**src/hdl/llhf_pkg.sv**
```systemverilog
`default_nettype none

package llhf_pkg;

	localparam int WINDOW_DEPTH_DEF = 3;
	localparam int SAMPLE_BITS_DEF  = 10;
	localparam int SAMPLE_MAX_BITS  = 16;
	localparam int LEVEL_BITS       = 3;
	localparam int LEVEL_COUNT      = 8;

	typedef logic [LEVEL_BITS-1:0]      level_t;
	typedef logic [SAMPLE_MAX_BITS-1:0] wide_sample_t;

	localparam level_t LEVEL_BOTTOM = level_t'(0);
	localparam level_t LEVEL_TOP    = level_t'(LEVEL_COUNT - 1);

	localparam wide_sample_t BOUND_LOW [LEVEL_COUNT] = '{
		16'd0, 16'd8, 16'd16, 16'd32, 16'd64, 16'd128, 16'd256, 16'd512
	};

	localparam wide_sample_t BOUND_HIGH [LEVEL_COUNT] = '{
		16'd12, 16'd23, 16'd46, 16'd91, 16'd182, 16'd363, 16'd725, 16'd1023
	};

	function automatic level_t propose_level(level_t level, wide_sample_t sample);
		level_t lv;
		lv = level;
		if ((sample < BOUND_LOW[lv]) && (lv != LEVEL_BOTTOM)) begin
			lv = lv - level_t'(1);
		end
		if ((sample > BOUND_HIGH[lv]) && (lv != LEVEL_TOP)) begin
			lv = lv + level_t'(1);
		end
		return lv;
	endfunction

endpackage

`default_nettype wire

```
**src/hdl/llhf_vote.sv**
```systemverilog
`default_nettype none

module llhf_vote import llhf_pkg::*; #(
	parameter int WINDOW_DEPTH = WINDOW_DEPTH_DEF,
	parameter int SAMPLE_BITS  = SAMPLE_BITS_DEF
) (
	input  wire logic [WINDOW_DEPTH-1:0][SAMPLE_BITS-1:0] window,
	input  wire level_t                                   level,
	output level_t                                        level_next
);

	level_t                  proposal [WINDOW_DEPTH];
	logic [WINDOW_DEPTH-1:0] match;

	always_comb begin
		for (int i = 0; i < WINDOW_DEPTH; i++) begin
			proposal[i] = propose_level(level, SAMPLE_MAX_BITS'(window[i]));
			match[i]    = (proposal[i] == proposal[0]);
		end
		level_next = (&match) ? proposal[0] : level;
	end

endmodule

`default_nettype wire

```
**src/hdl/light_level_hysteresis_filter.sv**
```systemverilog
`default_nettype none

// Ambient-light brightness filter. Each accepted light_sample enters a ring of the
// last WINDOW_DEPTH samples (all zero after reset); every stored sample proposes a
// level one step around the current one against fixed per-level low/high bounds,
// and the level moves only when all proposals agree. One brightness_level item is
// returned per sample. The block takes one item per cycle unless out_ready holds back a
// waiting result: a sample is held in the input register, then the vote over the ring and
// the level update are registered into the level register, which drives the result
// directly. Input is still accepted while a result waits, until both registers are full.

module light_level_hysteresis_filter import llhf_pkg::*; #(
	parameter int WINDOW_DEPTH = WINDOW_DEPTH_DEF,
	parameter int SAMPLE_BITS  = SAMPLE_BITS_DEF
) (
	input  wire logic                   clk,
	input  wire logic                   arst_n,
	input  wire logic                   in_valid,
	output logic                        in_ready,
	input  wire logic [SAMPLE_BITS-1:0] light_sample,
	output logic                        out_valid,
	input  wire logic                   out_ready,
	output logic [LEVEL_BITS-1:0]       brightness_level
);

	localparam int SLOT_BITS = $clog2(WINDOW_DEPTH);
	localparam logic [SLOT_BITS-1:0] SLOT_LAST = SLOT_BITS'(WINDOW_DEPTH - 1);

	logic                                   valid_s1;
	logic [SAMPLE_BITS-1:0]                 sample_s1;
	logic [WINDOW_DEPTH-1:0][SAMPLE_BITS-1:0] window_q;
	logic [WINDOW_DEPTH-1:0][SAMPLE_BITS-1:0] window_next;
	logic [SLOT_BITS-1:0]                   slot_q;
	level_t                                 level_q;
	level_t                                 level_next;
	logic                                   out_valid_q;
	logic                                   advance;

	assign advance  = valid_s1 && (!out_valid_q || out_ready);
	assign in_ready = !valid_s1 || advance;

	always_comb begin
		window_next = window_q;
		for (int i = 0; i < WINDOW_DEPTH; i++) begin
			if (slot_q == SLOT_BITS'(i)) begin
				window_next[i] = sample_s1;
			end
		end
	end

	llhf_vote #(
		.WINDOW_DEPTH(WINDOW_DEPTH),
		.SAMPLE_BITS (SAMPLE_BITS)
	) u_vote (
		.window    (window_next),
		.level     (level_q),
		.level_next(level_next)
	);

	always_ff @(posedge clk or negedge arst_n) begin
		if (!arst_n) begin
			valid_s1 <= 1'b0;
		end else if (in_ready) begin
			valid_s1 <= in_valid;
		end
	end

	always_ff @(posedge clk) begin
		if (in_valid && in_ready) begin
			sample_s1 <= light_sample;
		end
	end

	always_ff @(posedge clk or negedge arst_n) begin
		if (!arst_n) begin
			window_q    <= '0;
			slot_q      <= '0;
			level_q     <= LEVEL_BOTTOM;
			out_valid_q <= 1'b0;
		end else begin
			if (advance) begin
				window_q <= window_next;
				slot_q   <= (slot_q == SLOT_LAST) ? '0 : slot_q + SLOT_BITS'(1);
				level_q  <= level_next;
			end
			if (advance) begin
				out_valid_q <= 1'b1;
			end else if (out_ready) begin
				out_valid_q <= 1'b0;
			end
		end
	end

	assign out_valid        = out_valid_q;
	assign brightness_level = level_q;

endmodule

`default_nettype wire

```
**config.mk**
```make
export PLATFORM = sky130hd
export DESIGN_NAME = light_level_hysteresis_filter
export DESIGN_NICKNAME = d
export VERILOG_FILES = /design/src/hdl/llhf_pkg.sv /design/src/hdl/llhf_vote.sv /design/src/hdl/light_level_hysteresis_filter.sv
export SDC_FILE = /design/constraint.sdc
export NUM_CORES = 1
export LEC_CHECK = 0
export BUFFER_PORTS_ARGS = -buffer_cell sky130_fd_sc_hd__buf_4
export CAP_MARGIN = 25
export CELL_PAD_IN_SITES_DETAIL_PLACEMENT = 1
export CELL_PAD_IN_SITES_GLOBAL_PLACEMENT = 2
export CORE_AREA = 3 3 107 109
export DETAILED_ROUTE_END_ITERATION = 7
export DIE_AREA = 0 0 110 112
export GPL_ROUTABILITY_DRIVEN = 0
export PLACE_DENSITY_LB_ADDON = 0.1
export SLEW_MARGIN = 10
export SYNTH_ARGS = -nofsm -noshare
export SYNTH_HDL_FRONTEND = slang
export SYNTH_SLANG_ARGS = --single-unit
```
**constraint.sdc**
```tcl
create_clock -name clk -period 7.3 [get_ports clk]
set_input_delay 0.73 -clock clk [delete_from_list [all_inputs] [get_ports clk]]
set_output_delay 0.73 -clock clk [all_outputs]
set_load 0.005 [all_outputs]
```
==> out/qor.yml <==
finalNetCount: 536
sink_count_of_the_clock_tree: 47
cts_inserted_buffers: 5
clock_path_buffers: 2
fp.coreArea_um2: 10700
routed-wl-met2_mm: 5.70
grt_start_max_net_pins: 38
syn2layout_area_growth_pct: 8.55
synthesis.nets: 519
final-setup-viol-count: 0
antenna_left: 0
r2r_slack_ns: 0.61
antenna_found_initial: 0
result_of_the_run: "finished, final reports clean"
antennaDiodeCount: 0
dp.cells: 593
numPortBuffers: 18
multi_input_comb_area_um2: 2940
syn_inst: 443
tightestPinTransition_ns: 0.855
ys_seq_area_share_pct: 28.3
holdBufCountCts: 0
synth_fa_ha_area_share_pct: 17.9
path_max_fanout: 12
global_route_total_overflow: 0
yosys-mux-area-fraction_pct: 16.4
slew_headroom_pct: 42.6
worst_setup_path_end_kind: "flip-flop"
initial_core_util_pct: 40.5
drt-initial-drc-count: 92
cp_data_required_time_ns: 7.49
metal1_wirelength_mm: 5.68
post-dp-hpwl_mm: 9.73
finalCriticalPeriod_ns: 6.69
layout.cells.non_filler: 601
synth_compound_gate_area_share_pct: 15.9
met3RoutedLength_um: 176
cp_top_family: "compound AO/OA/AOI/OAI gates"
synth-simple-area-share_pct: 14.6
grt_first_pass_wirelength_mm: 19.2
htree_num_levels: 2
critPathMaxStageDelay_ns: 0.58
io_pins: 19
achievable-frequency_ghz: 0.150
timing.final.crit_share_pct: 91.6
tritoncts: "done"
reg2reg_depth: 28
path_class: "reg2reg"
mostFrequentLayoutCell: "sky130_fd_sc_hd__ha_1"
r2r_end: "brightness_level[2]"
xor_xnor_portion_of_the_synthesized_cell_area_pct: 2.83
synth.lib_cells_used.distinct: 65
cts.repair.resized: 0
final_layout_size_suffix_gt1_share_pct: 21.3
detailroute.via_count: 3392
cp_num_cells: 28
finalWorstSetupSlack_ns: 0.614
wl_per_cell_um: 19.6
min-delay-path-class: "in2async"
die_height_um: 112
largest_family_of_logic_cells_by_synthesized_area: "adder cells"
postCtsSetupBuffers: 0
floorplan.rows: 38
setup_total_neg_slack_ns: 0
grt_setup_unrepaired: "false"
dr.max_layer_used: "met4"
fin_worst_skew_ns: 0.00425
drt-total-wl_mm: 11.8
post_place_worst_slack_ns: 0.521
fp.dieW_um: 110
clock-root-buffer: "sky130_fd_sc_hd__clkbuf_8"
layout_common_cells: "62 x sky130_fd_sc_hd__ha_1, 53 x sky130_fd_sc_hd__mux2_2, 40 x sky130_fd_sc_hd__nand2_1"
hold_viol: 0
async_reset_ff_share_pct: 78.7
timing.critical_path.buf_inv: 3
vias_per_cell: 5.64
drv.max_cap_violation_count: 0
remaining_drc_errors: 0
grt_usage_pct: 20.2
clk_transition_reported_paths_ns: 0.10
drv_slew: 0
post_synth.cell_area_avg_um2: 9.78
synthesis.area_um2: 4330
n_fill_cell: 1268
dominantRegCellSynth: "sky130_fd_sc_hd__dfrtp_1"
number_of_enable_type_register_cells_in_the_synthesized_netlist: 10
synth_seq_cells: 47
crit_arrival_ns: 6.88
crit-reg2reg-launch: "slot_q[1]"
critPathMostFrequentCell: "sky130_fd_sc_hd__ha_1"
worstSkewPairLatency_ns: 0.31
crit_path_top_delay_cell: "sky130_fd_sc_hd__a211oi_2"
ys_warn_count: 0
critical_path.startpoint_type: "flip-flop"
first_global_vias: 3647
area.sequential_um2: 1230
drtPass1Iterations: 4
die_footprint_um2: 12300
cells in the mapped netlist, types with 4 or more instances:
cell                       instances  area, um2
sky130_fd_sc_hd__xnor2_1          12        105
sky130_fd_sc_hd__o21a_1            9       67.6
sky130_fd_sc_hd__mux2i_1          10        100
sky130_fd_sc_hd__o211ai_1          4       30.0
sky130_fd_sc_hd__a21oi_1          12       60.1
sky130_fd_sc_hd__edfxtp_1         10        300
sky130_fd_sc_hd__inv_1            24       90.1
sky130_fd_sc_hd__nor2_1           15       56.3
sky130_fd_sc_hd__nor3_1            6       30.0
sky130_fd_sc_hd__ha_1             62        776
sky130_fd_sc_hd__clkbuf_1          7       26.3
sky130_fd_sc_hd__nand2_1          40        150
sky130_fd_sc_hd__nand3_1           8       40.0
sky130_fd_sc_hd__mux2_2           53        597
sky130_fd_sc_hd__dfrtp_1          37        926
sky130_fd_sc_hd__o22ai_1           5       31.3
sky130_fd_sc_hd__nand4_1           7       43.8
sky130_fd_sc_hd__nand2b_1         11       68.8
sky130_fd_sc_hd__o21ai_0          22        110
sky130_fd_sc_hd__nor2b_1           8       50.1
sky130_fd_sc_hd__a31oi_1           5       31.3
sky130_fd_sc_hd__a21o_1            9       67.6
worst register-to-register path: cells and delay by family (launching register included):
kind	cells	cell delay [ns]
simple gates	8	1.37
mux	3	1.04
flops	1	0.52
xor+xnor	2	0.42
fa+ha+maj	3	0.85
compound gates	9	2.04
buf+inv	3	0.34
layer usage:
metal	track usage, %	vias up
li1	-	1671
met1	27.6	1674
met2	34.1	33
met3	2.55	14
met4	3.82	0
met5	0	-
cells by family (layout without fill, tap and decap cells):
| group | count (synthesis) | count (layout) |
|---|---|---|
| buffers and inverters | 38 | 56 |
| AOI/OAI and AO/OA | 98 | 98 |
| and+or+nand+nor | 120 | 120 |
| muxes | 64 | 64 |
| DFF | 47 | 47 |
| adders and majority gates | 62 | 62 |
| xor gates and xnor gates | 14 | 14 |
how the worst max path moves through the flow:
| stage | slack, ns | from | end |
|---|---|---|---|
| floorplan | 1.63 | slot_q[1] | brightness_level[2] |
| global placement | 0.65 | slot_q[1] | brightness_level[2] |
| detailed placement | 0.52 | slot_q[1] | brightness_level[2] |
| CTS | 0.49 | slot_q[1] | brightness_level[2] |
| global route | 0.17 | slot_q[1] | brightness_level[1] |
| finish | 0.61 | slot_q[1] | brightness_level[2] |
final cells by class:
cell class,instances,area share [%]
Clock buffer,5,1.46
Clock inverter,3,0.585
Inverter,25,2.00
Multi-Input combinational cell,358,62.5
Sequential cell,47,26.1
Tap cell,140,3.73
Timing Repair Buffer,23,3.67
per-stage QoR:
| step | hold WS, ns | utilization [%] | area, um2 |
|---|---|---|---|
| 3_5_place_dp | 0.480 | 43.0 | 4600 |
| 5_1_grt | 0.394 | 44.0 | 4700 |
| 6_report | 0.367 | 44.0 | 4700 |
| 4_1_cts | 0.388 | 43.9 | 4700 |
| 2_1_floorplan | 0.434 | - | 4330 |
| 3_3_place_gp | 0.463 | 43.0 | 4600 |
registers in the layout, indices dropped and copies added, names as in the netlist:
signal and cells:
slot_q 2, out_valid 1, brightness_level 3, valid_s1 1, window_q 30, sample_s1 10
Power is not shown: default switching activity piles up to over one toggle a cycle in this logic, so the estimate is an artifact.
